<file path="src/design/sbrq_pkg.sv">
// Shared types and constants for the shuffled batch release queue.
package sbrq_pkg;

  localparam int unsigned StatusW = 2;

  typedef enum logic [1:0] {
    MODE_ENQ   = 2'd0,
    MODE_POLL  = 2'd1,
    MODE_REL   = 2'd2,
    MODE_FLUSH = 2'd3
  } mode_t;

  typedef enum logic [1:0] {
    ST_OK    = 2'd0,
    ST_FULL  = 2'd1,
    ST_EMPTY = 2'd2
  } status_t;

  localparam logic CFG_BATCH_LIMIT = 1'b0;
  localparam logic CFG_WAIT_LIMIT  = 1'b1;

  // in tdata: mode[1:0] handle[65:2] port[81:66] now[113:82] seed[145:114], pad to 152
  localparam int unsigned InW  = 152;
  // out tdata: status[1:0] due[2] handle[66:3] port[82:67] count[87:83]
  //   enq[119:88] rej[151:120] rel[183:152], pad to 184
  localparam int unsigned OutW = 184;

  function automatic logic [31:0] xorshift32(input logic [31:0] x);
    logic [31:0] a;
    logic [31:0] b;
    a = x ^ (x << 13);
    b = a ^ (a >> 17);
    return b ^ (b << 5);
  endfunction

endpackage

</file>
<file path="src/design/shuffled_batch_release_queue.sv">
// Shuffled batch release queue: top level.
// Each transaction is handled alone. For enqueue and poll the result is valid
// the cycle after acceptance and the next input is taken the cycle after the
// result is taken. A release of n frames shuffles in place in the slot RAM:
// each of the n-1 swaps steps the xorshift generator, runs a bit-serial
// remainder and then two RAM reads and two writes, after which the frames are
// read out one at a time, each held until taken. The slot RAM has no clearing
// pass; only written slots are read.
module shuffled_batch_release_queue #(
  parameter int unsigned SLOTS = 16
) (
  input  logic                        clk,
  input  logic                        rst,
  input  logic                        s_axis_tvalid,
  output logic                        s_axis_tready,
  // mode, frame_handle, hop_port, now_ms, random_seed
  input  logic [sbrq_pkg::InW-1:0]    s_axis_tdata,
  output logic                        m_axis_tvalid,
  input  logic                        m_axis_tready,
  // status, release_due, out_handle, out_port, queued_count,
  // enqueued_total, rejected_total, released_total
  output logic [sbrq_pkg::OutW-1:0]   m_axis_tdata,
  output logic                        m_axis_tlast,
  input  logic                        cfg_we,
  input  logic                        cfg_index,
  input  logic [31:0]                 cfg_data
);
  import sbrq_pkg::*;

  localparam int unsigned AW = (SLOTS > 1) ? $clog2(SLOTS) : 1;
  localparam int unsigned CW = $clog2(SLOTS + 1);
  localparam logic [CW-1:0] SlotsC = CW'(SLOTS);

  typedef enum logic [9:0] {
    S_IDLE  = 10'b0000000001,
    S_MOD   = 10'b0000000010,
    S_RDI   = 10'b0000000100,
    S_RDJ   = 10'b0000001000,
    S_WRI   = 10'b0000010000,
    S_WRJ   = 10'b0000100000,
    S_OUTRD = 10'b0001000000,
    S_OUTW  = 10'b0010000000,
    S_ONE   = 10'b0100000000,
    S_STEP  = 10'b1000000000
  } state_t;

  state_t state;
  logic [4:0]  batch_limit;
  logic [31:0] wait_limit_ms;
  logic [CW-1:0] held_count;
  logic [31:0] first_arrival, acc_cnt, rej_cnt, drn_cnt, rng;
  logic [CW-1:0] n_drain, idx;
  logic [AW-1:0] jdx;
  logic [79:0] ent_i, ent_j;

  logic [1:0]  in_mode;
  logic [63:0] in_handle;
  logic [15:0] in_port;
  logic [31:0] in_now, in_seed;
  assign in_mode   = s_axis_tdata[1:0];
  assign in_handle = s_axis_tdata[65:2];
  assign in_port   = s_axis_tdata[81:66];
  assign in_now    = s_axis_tdata[113:82];
  assign in_seed   = s_axis_tdata[145:114];

  // RAM
  logic          we;
  logic [AW-1:0] waddr, raddr;
  logic [79:0]   wdata, rdata;
  sbrq_ram #(.WIDTH(80), .DEPTH(SLOTS)) u_ram (
    .clk, .we, .waddr, .wdata, .raddr, .rdata
  );

  // remainder unit
  logic          mod_start, mod_done;
  logic [CW-1:0] mod_rem;
  sbrq_modu #(.DW(CW)) u_mod (
    .clk, .rst, .start(mod_start), .dividend(rng), .divisor(idx + CW'(1)),
    .done(mod_done), .remainder(mod_rem)
  );

  logic [CW-1:0] eff_limit;
  always_comb begin
    if (batch_limit == 5'd0) eff_limit = CW'(1);
    else if ({27'd0, batch_limit} > 32'(SLOTS)) eff_limit = SlotsC;
    else eff_limit = CW'(batch_limit);
  end

  function automatic logic due_f(input logic [CW-1:0] cnt, input logic [CW-1:0] lim,
                                 input logic [31:0] now, input logic [31:0] fa,
                                 input logic [31:0] wl);
    if (cnt == '0) return 1'b0;
    if (cnt >= lim) return 1'b1;
    return (now - fa) >= wl;
  endfunction

  logic in_fire, out_fire;
  assign s_axis_tready = (state == S_IDLE) && !m_axis_tvalid;
  assign in_fire  = s_axis_tvalid && s_axis_tready;
  assign out_fire = m_axis_tvalid && m_axis_tready;

  logic [1:0]  o_status;
  logic        o_due;
  logic [79:0] o_ent;
  assign m_axis_tdata = {drn_cnt, rej_cnt, acc_cnt,
                         5'(held_count), o_ent[15:0], o_ent[79:16], o_due, o_status};

  always_comb begin
    we = 1'b0; waddr = '0; wdata = '0; raddr = idx[AW-1:0];
    mod_start = 1'b0;
    unique case (state)
      S_IDLE: begin
        if (in_fire && in_mode == MODE_ENQ && held_count < eff_limit
            && held_count < SlotsC) begin
          we = 1'b1; waddr = held_count[AW-1:0]; wdata = {in_handle, in_port};
        end
      end
      S_STEP:  mod_start = 1'b1;
      S_MOD:   raddr = idx[AW-1:0];
      S_RDI:   raddr = jdx;
      S_RDJ:   raddr = jdx;
      S_WRI:   begin we = 1'b1; waddr = idx[AW-1:0]; wdata = ent_j; end
      S_WRJ:   begin we = 1'b1; waddr = jdx; wdata = ent_i; end
      S_OUTRD: raddr = idx[AW-1:0];
      S_OUTW:  raddr = idx[AW-1:0];
      S_ONE:   raddr = idx[AW-1:0];
      default: ;
    endcase
  end

  always_ff @(posedge clk) begin
    if (rst) begin
      state <= S_IDLE;
      batch_limit <= 5'd8;
      wait_limit_ms <= 32'd250;
      held_count <= '0;
      first_arrival <= '0;
      acc_cnt <= '0; rej_cnt <= '0; drn_cnt <= '0;
      rng <= 32'd1;
      m_axis_tvalid <= 1'b0;
    end else begin
      if (cfg_we) begin
        if (cfg_index == CFG_BATCH_LIMIT) batch_limit <= cfg_data[4:0];
        else wait_limit_ms <= cfg_data;
      end
      // S_OUTW reloads the output itself when the held result is taken
      if (out_fire && state != S_OUTW) m_axis_tvalid <= 1'b0;
      unique case (state)
        S_IDLE: begin
          if (in_fire) begin
            o_ent <= '0; m_axis_tlast <= 1'b1;
            unique case (in_mode)
              MODE_ENQ: begin
                if (held_count >= eff_limit || held_count >= SlotsC) begin
                  rej_cnt <= rej_cnt + 32'd1; o_status <= ST_FULL;
                  o_due <= due_f(held_count, eff_limit, in_now, first_arrival,
                                 wait_limit_ms);
                end else begin
                  o_status <= ST_OK;
                  held_count <= held_count + CW'(1);
                  acc_cnt <= acc_cnt + 32'd1;
                  if (held_count == '0) first_arrival <= in_now;
                  o_due <= due_f(held_count + CW'(1), eff_limit, in_now,
                                 (held_count == '0) ? in_now : first_arrival,
                                 wait_limit_ms);
                end
                m_axis_tvalid <= 1'b1;
              end
              MODE_POLL: begin
                o_status <= ST_OK;
                o_due <= due_f(held_count, eff_limit, in_now, first_arrival,
                               wait_limit_ms);
                m_axis_tvalid <= 1'b1;
              end
              default: begin
                if (held_count == '0) begin
                  if (in_mode == MODE_FLUSH) first_arrival <= '0;
                  o_status <= ST_EMPTY; o_due <= 1'b0;
                  m_axis_tvalid <= 1'b1;
                end else begin
                  o_status <= ST_OK;
                  n_drain <= held_count;
                  idx <= held_count - CW'(1);
                  drn_cnt <= drn_cnt + 32'(held_count);
                  held_count <= '0;
                  first_arrival <= '0;
                  rng <= (in_seed == '0) ? 32'd1 : in_seed;
                  o_due <= 1'b0;
                  if (held_count == CW'(1)) state <= S_OUTRD;
                  else state <= S_ONE;
                end
              end
            endcase
          end
        end
        S_ONE: begin
          rng <= xorshift32(rng);
          state <= S_STEP;
        end
        S_STEP: state <= S_MOD;
        S_MOD: begin
          if (mod_done) begin
            jdx <= mod_rem[AW-1:0];
            state <= S_RDI;
          end
        end
        // entry i was read while waiting in S_MOD; entry j is read here
        S_RDI: begin
          ent_i <= rdata;
          state <= S_RDJ;
        end
        S_RDJ: begin
          ent_j <= rdata;
          state <= S_WRI;
        end
        S_WRI: state <= S_WRJ;
        S_WRJ: begin
          if (idx == CW'(1)) begin
            idx <= '0;
            state <= S_OUTRD;
          end else begin
            idx <= idx - CW'(1);
            state <= S_ONE;
          end
        end
        S_OUTRD: state <= S_OUTW;
        S_OUTW: begin
          if (!m_axis_tvalid || out_fire) begin
            o_ent <= rdata;
            m_axis_tvalid <= 1'b1;
            m_axis_tlast <= (idx + CW'(1) == n_drain);
            if (idx + CW'(1) == n_drain) begin
              state <= S_IDLE;
            end else begin
              idx <= idx + CW'(1);
              state <= S_OUTRD;
            end
          end
        end
        default: state <= S_IDLE;
      endcase
    end
  end
endmodule

</file>
<file path="src/design/sbrq_ram.sv">
// Generic single-port-write, single-port-read RAM with registered read.
module sbrq_ram #(
  parameter int unsigned WIDTH = 80,
  parameter int unsigned DEPTH = 16
) (
  input  logic                                          clk,
  input  logic                                          we,
  input  logic [((DEPTH > 1) ? $clog2(DEPTH) : 1)-1:0] waddr,
  input  logic [WIDTH-1:0]                              wdata,
  input  logic [((DEPTH > 1) ? $clog2(DEPTH) : 1)-1:0] raddr,
  output logic [WIDTH-1:0]                              rdata
);
  logic [WIDTH-1:0] mem [DEPTH];

  always_ff @(posedge clk) begin
    if (we) begin
      mem[waddr] <= wdata;
    end
    rdata <= mem[raddr];
  end
endmodule

</file>
<file path="src/design/sbrq_modu.sv">
// Iterative 32-bit by small-divisor remainder, one quotient bit a cycle.
module sbrq_modu #(
  parameter int unsigned DW = 5
) (
  input  logic          clk,
  input  logic          rst,
  input  logic          start,
  input  logic [31:0]   dividend,
  input  logic [DW-1:0] divisor,
  output logic          done,
  output logic [DW-1:0] remainder
);
  logic [31:0] shreg;
  logic [DW:0] rem;
  logic [5:0]  cnt;
  logic        busy;
  logic [DW+1:0] trial;

  always_comb begin
    trial = {rem, shreg[31]} - {2'b00, divisor};
  end

  assign remainder = rem[DW-1:0];

  always_ff @(posedge clk) begin
    if (rst) begin
      busy <= 1'b0;
      done <= 1'b0;
    end else begin
      done <= 1'b0;
      if (start) begin
        busy <= 1'b1;
        cnt  <= 6'd32;
        shreg <= dividend;
        rem  <= '0;
      end else if (busy) begin
        shreg <= shreg << 1;
        if (!trial[DW+1]) begin
          rem <= trial[DW:0];
        end else begin
          rem <= {rem[DW-1:0], shreg[31]};
        end
        cnt <= cnt - 6'd1;
        if (cnt == 6'd1) begin
          busy <= 1'b0;
          done <= 1'b1;
        end
      end
    end
  end
endmodule
</file>
<file path="config.mk">
export PLATFORM = sky130hd
export DESIGN_NAME = shuffled_batch_release_queue
export DESIGN_NICKNAME = d
export VERILOG_FILES = /design/src/design/sbrq_pkg.sv /design/src/design/shuffled_batch_release_queue.sv /design/src/design/sbrq_ram.sv /design/src/design/sbrq_modu.sv
export SDC_FILE = /design/constraint.sdc
export NUM_CORES = 2
export LEC_CHECK = 0
export ABC_CLOCK_PERIOD_IN_PS = 8800
export BUFFER_PORTS_ARGS = -buffer_cell sky130_fd_sc_hd__buf_2
export CORE_MARGIN = 3
export CORE_UTILIZATION = 25
export CTS_CLUSTER_SIZE = 14
export DETAILED_ROUTE_END_ITERATION = 7
export PLACE_DENSITY = 0.51
export SKIP_LAST_GASP = 1
export SYNTH_ARGS = -nofsm -noshare
export SYNTH_HDL_FRONTEND = slang
export SYNTH_SLANG_ARGS = --single-unit
export TNS_END_PERCENT = 100
</file>
<file path="constraint.sdc">
create_clock -name clk -period 8.8 [get_ports clk]
set_clock_uncertainty 0.1 [all_clocks]
set_input_delay 0 -clock clk [delete_from_list [all_inputs] [get_ports clk]]
set_output_delay 0 -clock clk [all_outputs]
set_load 0.02 [all_outputs]
</file>
# == Yosys cells after proc, flatten, opt, wreduce, memory -nomap -nowiden ==
# Memory sizes are Yosys's and may differ from the RTL's. A register that Yosys moved wholly into a read port is not among the register bits.
# Cells that the tools add are included.
# classes
addsub,11
n_lt_le_gt_ge,8
n_eq_ne,26
mux,112
bitwise,10
n_reduce_logical,40
# op_table
cell,count
32-bit 2-to-1 mux,10
80-bit 2-to-1 mux,3
80-bit case mux with 3 select lines,1
80-bit case mux with 2 select lines,1
32-bit case mux with 2 select lines,2
10-bit case mux with 10 select lines,1
"32-bit by 1-bit adder with 32-bit output, second input constant",2
32-bit >= comparator,2
32-bit subtractor,2
32-bit bitwise XOR,2
1-bit 2-to-1 mux,62
10-bit 2-to-1 mux,5
5-bit 2-to-1 mux,10
32-bit by 5-bit adder with 32-bit output,1
32-bit zero test,1
32-bit by 15-bit bitwise XOR with 32-bit output,1
4-bit AND reduction,5
5-bit AND reduction,4
6-bit 2-to-1 mux,3
9-bit 2-to-1 mux,2
5-bit zero test,3
5-bit case mux with 3 select lines,1
"2-bit != test, second input constant",7
4-bit case mux with 3 select lines,1
45 further kinds,75
# totals
reg_bits,517
ram_bits,1280
inputBits,190
memories,1
# memory_table
name,depth,word_bits,rd,rd_ports_with_merged_regs,wr,line_no,rtl
u_ram.mem,16,80,1,1,1,sbrq_ram.sv:13,logic [WIDTH-1:0] mem [DEPTH];

# == Depth between registers and ports, before layout ==
# depth
ltp_word,20
mapped_depth,28

# == By module ==
# Synthesis repeated with hierarchy kept, for this count alone.
# hier_totals
hier_cells,4771
area_unflattened_um2,76891.2
# modules_own_cells
mod,n_inst,cells_each,area_per_inst_um2,seq_area_each_um2
sbrq_ram,1,2054,49422.4,40038.4
shuffled_batch_release_queue,1,2560,25199.2,12011.5
sbrq_modu,1,157,2269.7,1361.3

# == Worst setup path after synthesis ==
# OpenSTA, ideal clock, no wires.
# synth_timing
kind,reg2reg
from,register state[1]
to,"memory u_ram.mem[0][0], enable pin"
arrival_ns,8.002
required_ns,8.083
path_slack_ns,0.082
stages_incl_launch_ff,10
synth_period_minus_slack_ns,8.718
path_cell_list,dfxtp_1 nor4_2 nand2b_1 clkbuf_1 or3_1 nor4b_1 clkbuf_1 buf_2 nor3_1 nor3_1
# synth_between
elab_chain_cells,10
word_cells_on_any_way,15
classes_between,eq/ne: 3; mux: 6; reduce/logical: 6
# synth_rtl
item,line_no,rtl
start: declaration,shuffled_batch_release_queue.sv:47,state_t state;
start signal: assignment,shuffled_batch_release_queue.sv:133,state <= S_IDLE;
start signal: assignment,shuffled_batch_release_queue.sv:189,if (held_count == CW'(1)) state <= S_OUTRD;
start signal: assignment,shuffled_batch_release_queue.sv:190,else state <= S_ONE;
10-bit by 1-bit == test with 1-bit output,"shuffled_batch_release_queue.sv:98, shuffled_batch_release_queue.sv:111",
1-bit logical AND,shuffled_batch_release_queue.sv:98,assign s_axis_tready = (state == S_IDLE) && !m_axis_tvalid;
1-bit logical AND,shuffled_batch_release_queue.sv:99,assign in_fire = s_axis_tvalid && s_axis_tready;
1-bit logical AND (2 in series),shuffled_batch_release_queue.sv:113,if (in_fire && in_mode == MODE_ENQ && held_count < eff_limit
1-bit logical AND,shuffled_batch_release_queue.sv:114,&& held_count < SlotsC) begin
1-bit 2-to-1 mux,shuffled_batch_release_queue.sv:113,
1-bit case mux with 2 select lines,shuffled_batch_release_queue.sv:111,unique case (state)
1-bit 2-to-1 mux,sbrq_ram.sv:16,if (we) begin
1-bit 2-to-1 mux (implied by the code),sbrq_ram.sv:17,mem[waddr] <= wdata;
end: declaration,sbrq_ram.sv:13,
# Parallel ways exist; a longest one is shown, timed or not.

# == Worst setup path after layout ==
# layout_timing
from,register held_count[0]
to,"register o_due, data pin"
# layout_between
elab_chain_cells,13
word_cells_on_any_way,55
classes_between,add/sub: 2; order compare: 4; mux: 46; reduce/logical: 3
# layout_rtl
item,line_no,rtl
start: declaration,shuffled_batch_release_queue.sv:50,logic [CW-1:0] held_count;
start signal: assignment,shuffled_batch_release_queue.sv:160,held_count <= held_count + CW'(1);
"parallel branches: the longest is 12 deep, another holds 32-bit subtractor",-,
1-bit case mux with 2 select lines (*),shuffled_batch_release_queue.sv:152,unique case (in_mode)
end signal: assignment,shuffled_batch_release_queue.sv:156,"o_due <= due_f(held_count, eff_limit, in_now, first_arrival,"
end signal: assignment,shuffled_batch_release_queue.sv:163,"o_due <= due_f(held_count + CW'(1), eff_limit, in_now,"
end signal: assignment,shuffled_batch_release_queue.sv:171,"o_due <= due_f(held_count, eff_limit, in_now, first_arrival,"
end: declaration,shuffled_batch_release_queue.sv:103,logic o_due;
# Mark *: on every way between the ends. The select of a mux whose other input is x is not followed.
# A chain may end at the register's enable or synchronous reset.

==> run_results.csv <==
group,metric,value,unit
outcome,status,"finished with violations",
outcome,violations,"DRC",
floorplan,die_h,562,um
clocking,htreeDepth,4,
floorplan,rows,203,
sta,drv_slew,0,
global_routing,grt_use_total,0.130,
min_path,min-delay-start,"s_axis_tdata[89]",
setup_path,worstPathBufferInverterCount,1,
setup_path,cp_slowest_cell,"dfxtp_1",
min_path,hold_depth,4,
yosys,synthDistinctLibCells,74,
layout,multi_input_area,22600,um2
sta,max_freq,150,MHz
setup_path,setup.worst_path.class,"flip-flop to flip-flop",
clocking,cts_resized,0,
detailed_routing,ant_nets,0,
setup_path,critPathMaxFanout,37,
job,drv_cap,0,
power_and_ir_drop,peakVddDrop,0.184,mV
detailed_routing,drc,7,
clocking,clockBufferDepth,4,
clocking,clkTransAtPathRegs,60,ps
sta,fin_setup_tns,0,ps
detailed_routing,first_iter_violations,3742,
global_routing,grt_pass1_vias,46900,
yosys,syn_area,77400,um2
yosys,synth_seq_area_share,0.690,
sta,final.min_clock_period,6660,ps
global_routing,grt_start_max_net_pins,144,
yosys,ys_ff_latch,1877,
power_and_ir_drop,power_density,208,nW/um2
yosys,yosys_most_used_dff,"edfxtp_1",
sta,rsz0062_at_grt,"false",
placement,globalplace.congestion,0.825,
setup_path,cp_data_arrival_time,7130,ps
sta,worst_slew_pin_slew,1190,ps
floorplan,ios,377,
clocking,numCtsBuffers,205,
placement,dpl.cell_count,9337,
floorplan,core-area,307000,um2
yosys,avgSynthCellArea,15.3,um2
min_path,hold_path.class,"input pin to flip-flop",
global_routing,grt_pass1_wl,313,mm
sta,max-slew-margin-rel,0.208,
detailed_routing,vias,45700,
clocking,clock_latency,890,ps
placement,placed_cell_area,84300,um2
setup_path,required,9260,ps
placement,dp_hpwl,119,mm
clocking,post_cts_buffers,0,
detailed_routing,dr.pass1.iters,8,
setup_path,crit_chain,"inv_1 -> ha_1 -> and2_2 -> a21oi_1 -> ha_1 -> nor2b_1 -> o31a_1 -> o31a_1 -> a31oi_1 -> o211ai_1 -> a221o_1 -> a21o_1 -> a311o_1 -> nand3_1 -> ha_1 -> a21o_1 -> a21o_1 -> a21o_1 -> a21o_1 -> a21oi_1 -> nor2b_1 -> o21ai_0 -> a31oi_1 -> a211o_1",
power_and_ir_drop,power,19600,uW
detailed_routing,wl_per_cell,21.2,um
setup_path,reg2reg_slack,2140,ps
layout,drive_above_1_share,0.190,
floorplan,die_w,562,um
setup_path,startpoint_type,"flip-flop",
layout,final_area,94100,um2
min_path,hold_end,"first_arrival[7]$_SDFFE_PP0P_",
clocking,cts_tree,"yes",
placement,port_buffers,370,
yosys,synth-edff-count,1582,
setup_path,cp_top_family,"compound AO/OA/AOI/OAI gates",
setup_path,crit_path_frequent_cell,"a21o_1",
detailed_routing,viasPerCell,4.56,
global_routing,grt.overflow.total,0,
floorplan,dieArea,316000,um2
setup_path,timing.rr.end,"o_due$_DFFE_PP_",
sta,hold_viol,0,
setup_path,max_stage_delay,630,ps
setup_path,r2r_start,"held_count[0]$_SDFFE_PP0P_",
yosys,ys_warn_count,0,
layout,fin_nets,6081,
clocking,cts.sink_count,1877,
layout,layout.area.seq,53400,um2
setup_path,cp-end-kind,"flip-flop",
floorplan,initial_core_util,0.252,
sta,timing.final.crit_share,0.757,
clocking,cts_hold_buf,284,
detailed_routing,drt-total-wl,212,mm
clocking,clock-root-buffer,"clkbuf_16",
power_and_ir_drop,p_leak,0.0322,uW
yosys,syn-num-nets,5410,
sta,final-setup-viol-count,0,
global_routing,grt_antenna_before_repair,10,
yosys,synth_cells,5057,
layout,area_delta_synth_final,21.7,%
yosys,ys_async_sr_fraction,0,
layout,instances_no_fill,10000,
setup_path,worstRegToRegCells,24,
layout,fillers,30400,
==> worst max-delay path by stage <==
stage	slack [ps]	cells past startpoint	endpoint	startpoint
2_1_floorplan	80	9	u_ram.mem[0][0]$_DFFE_PP_	state[1]$_SDFFE_PP0P_
3_3_place_gp	2140	25	o_due$_DFFE_PP_	held_count[0]$_SDFFE_PP0P_
3_5_place_dp	2230	25	o_due$_DFFE_PP_	held_count[0]$_SDFFE_PP0P_
4_1_cts	2200	24	o_due$_DFFE_PP_	held_count[0]$_SDFFE_PP0P_
5_1_grt	1720	25	o_due$_DFFE_PP_	held_count[0]$_SDFFE_PP0P_
6_report	2140	24	o_due$_DFFE_PP_	held_count[0]$_SDFFE_PP0P_
==> through the flow <==
step | setup slack [ps] | utilization | hold WS [ps]
final | 2140 | 0.307 | 91.8
after global routing | 1720 | 0.307 | 55.9
after CTS | 2200 | 0.307 | 0.00611
after detailed placement | 2230 | 0.275 | 123
after global placement | 2140 | 0.275 | 124
after floorplan | 81.5 | - | 21.1
==> power breakdown <==
group / total (uW) / internal (uW) / switching (uW) / leakage [uW]
clock network: 8840 / 5230 / 3610 / 0.00339
logic: 1080 / 457 / 621 / 0.0118
registers: 9670 / 9630 / 33.9 / 0.0170
==> metal layers <==
metal	track usage	vias to the layer above	share of wire
met4	0.0279	6	0.020
met5	0	-	0.00019
li1	-	20700	-
met1	0.182	23500	0.46
met2	0.212	1240	0.47
met3	0.0221	259	0.054
==> cells in the final DEF (no fill, tap or decap), types with 76 or more instances in the layout <==
cell type	count
xnor2_1	140
nand2_1	530
a21oi_1	222
a211oi_1	121
edfxtp_1	1582
dlygate4sd3_1	284
xor2_1	76
a31oi_1	93
inv_1	155
clkbuf_16	209
dfxtp_1	295
buf_2	369
ha_1	159
mux4_2	320
and2_1	167
nor2_1	283
==> cell usage after synthesis, types with 7 or more instances <==
cell type,number,share of area
mux2i_1,15,0.0019
o21bai_1,11,0.0011
ha_1,159,0.026
dfxtp_1,295,0.076
a211o_1,7,0.00079
a211oi_1,121,0.012
nand2_1,530,0.026
and4_1,16,0.0018
buf_1,28,0.0014
a21o_1,65,0.0063
a31oi_1,93,0.0075
a22oi_1,39,0.0038
nor3_1,57,0.0037
and3_1,31,0.0025
nand4_1,32,0.0026
and2_1,168,0.014
clkbuf_1,198,0.0096
o211ai_1,14,0.0014
inv_1,155,0.0075
a21oi_1,224,0.014
xnor2_1,140,0.016
o21a_1,14,0.0014
nor4_1,18,0.0015
xor2_1,76,0.0086
or3_1,23,0.0019
a222oi_1,46,0.0060
nand3_1,49,0.0032
mux4_2,320,0.093
buf_2,39,0.0025
nand2b_1,21,0.0017
nor2b_1,21,0.0017
edfxtp_1,1582,0.61
o21ai_0,67,0.0043
nor2_1,299,0.015
nand3b_1,11,0.0011
==> area by class of cell <==
cell class / count / area share
Inverter: 155 / 0.00618
Clock inverter: 87 / 0.0119
Sequential cell: 1877 / 0.568
Tap cell: 4100 / 0.0545
Clock buffer: 295 / 0.0622
Multi-Input combinational cell: 2759 / 0.240
Antenna cell: 2 / 0.0000532
Timing Repair Buffer: 730 / 0.0579
==> worst register-to-register path: stages, from the launching register on <==
cell,delay [ps]
dfxtp_1,630
inv_1,280
ha_1,280
and2_2,380
a21oi_1,360
ha_1,280
nor2b_1,140
o31a_1,270
o31a_1,290
a31oi_1,390
o211ai_1,260
a221o_1,420
a21o_1,230
a311o_1,370
nand3_1,90
ha_1,250
a21o_1,180
a21o_1,170
a21o_1,170
a21o_1,170
a21oi_1,140
nor2b_1,50
o21ai_0,140
a31oi_1,110
a211o_1,260
==> registers in the layout, summed over array words and instances (netlist names), 32 cells and up <==
register / cells
acc_cnt: 32
ent_i: 80
u_mod.shreg: 32
u_ram.rdata: 80
first_arrival: 32
wait_limit_ms: 32
ent_j: 80
u_ram.mem: 1280
o_ent: 80
drn_cnt: 32
rej_cnt: 32
rng: 32
==> cell families after synthesis <==
kind of cell               share of synthesized area
DFF                                            0.690
AOI/OAI and AO/OA                             0.0632
adders and majority gates                     0.0268
buffers and inverters                         0.0211
muxes                                         0.0954
xor gates and xnor gates                      0.0245
and+or+nand+nor                               0.0786
No activity file was read; power rests on OpenSTA's default activity.
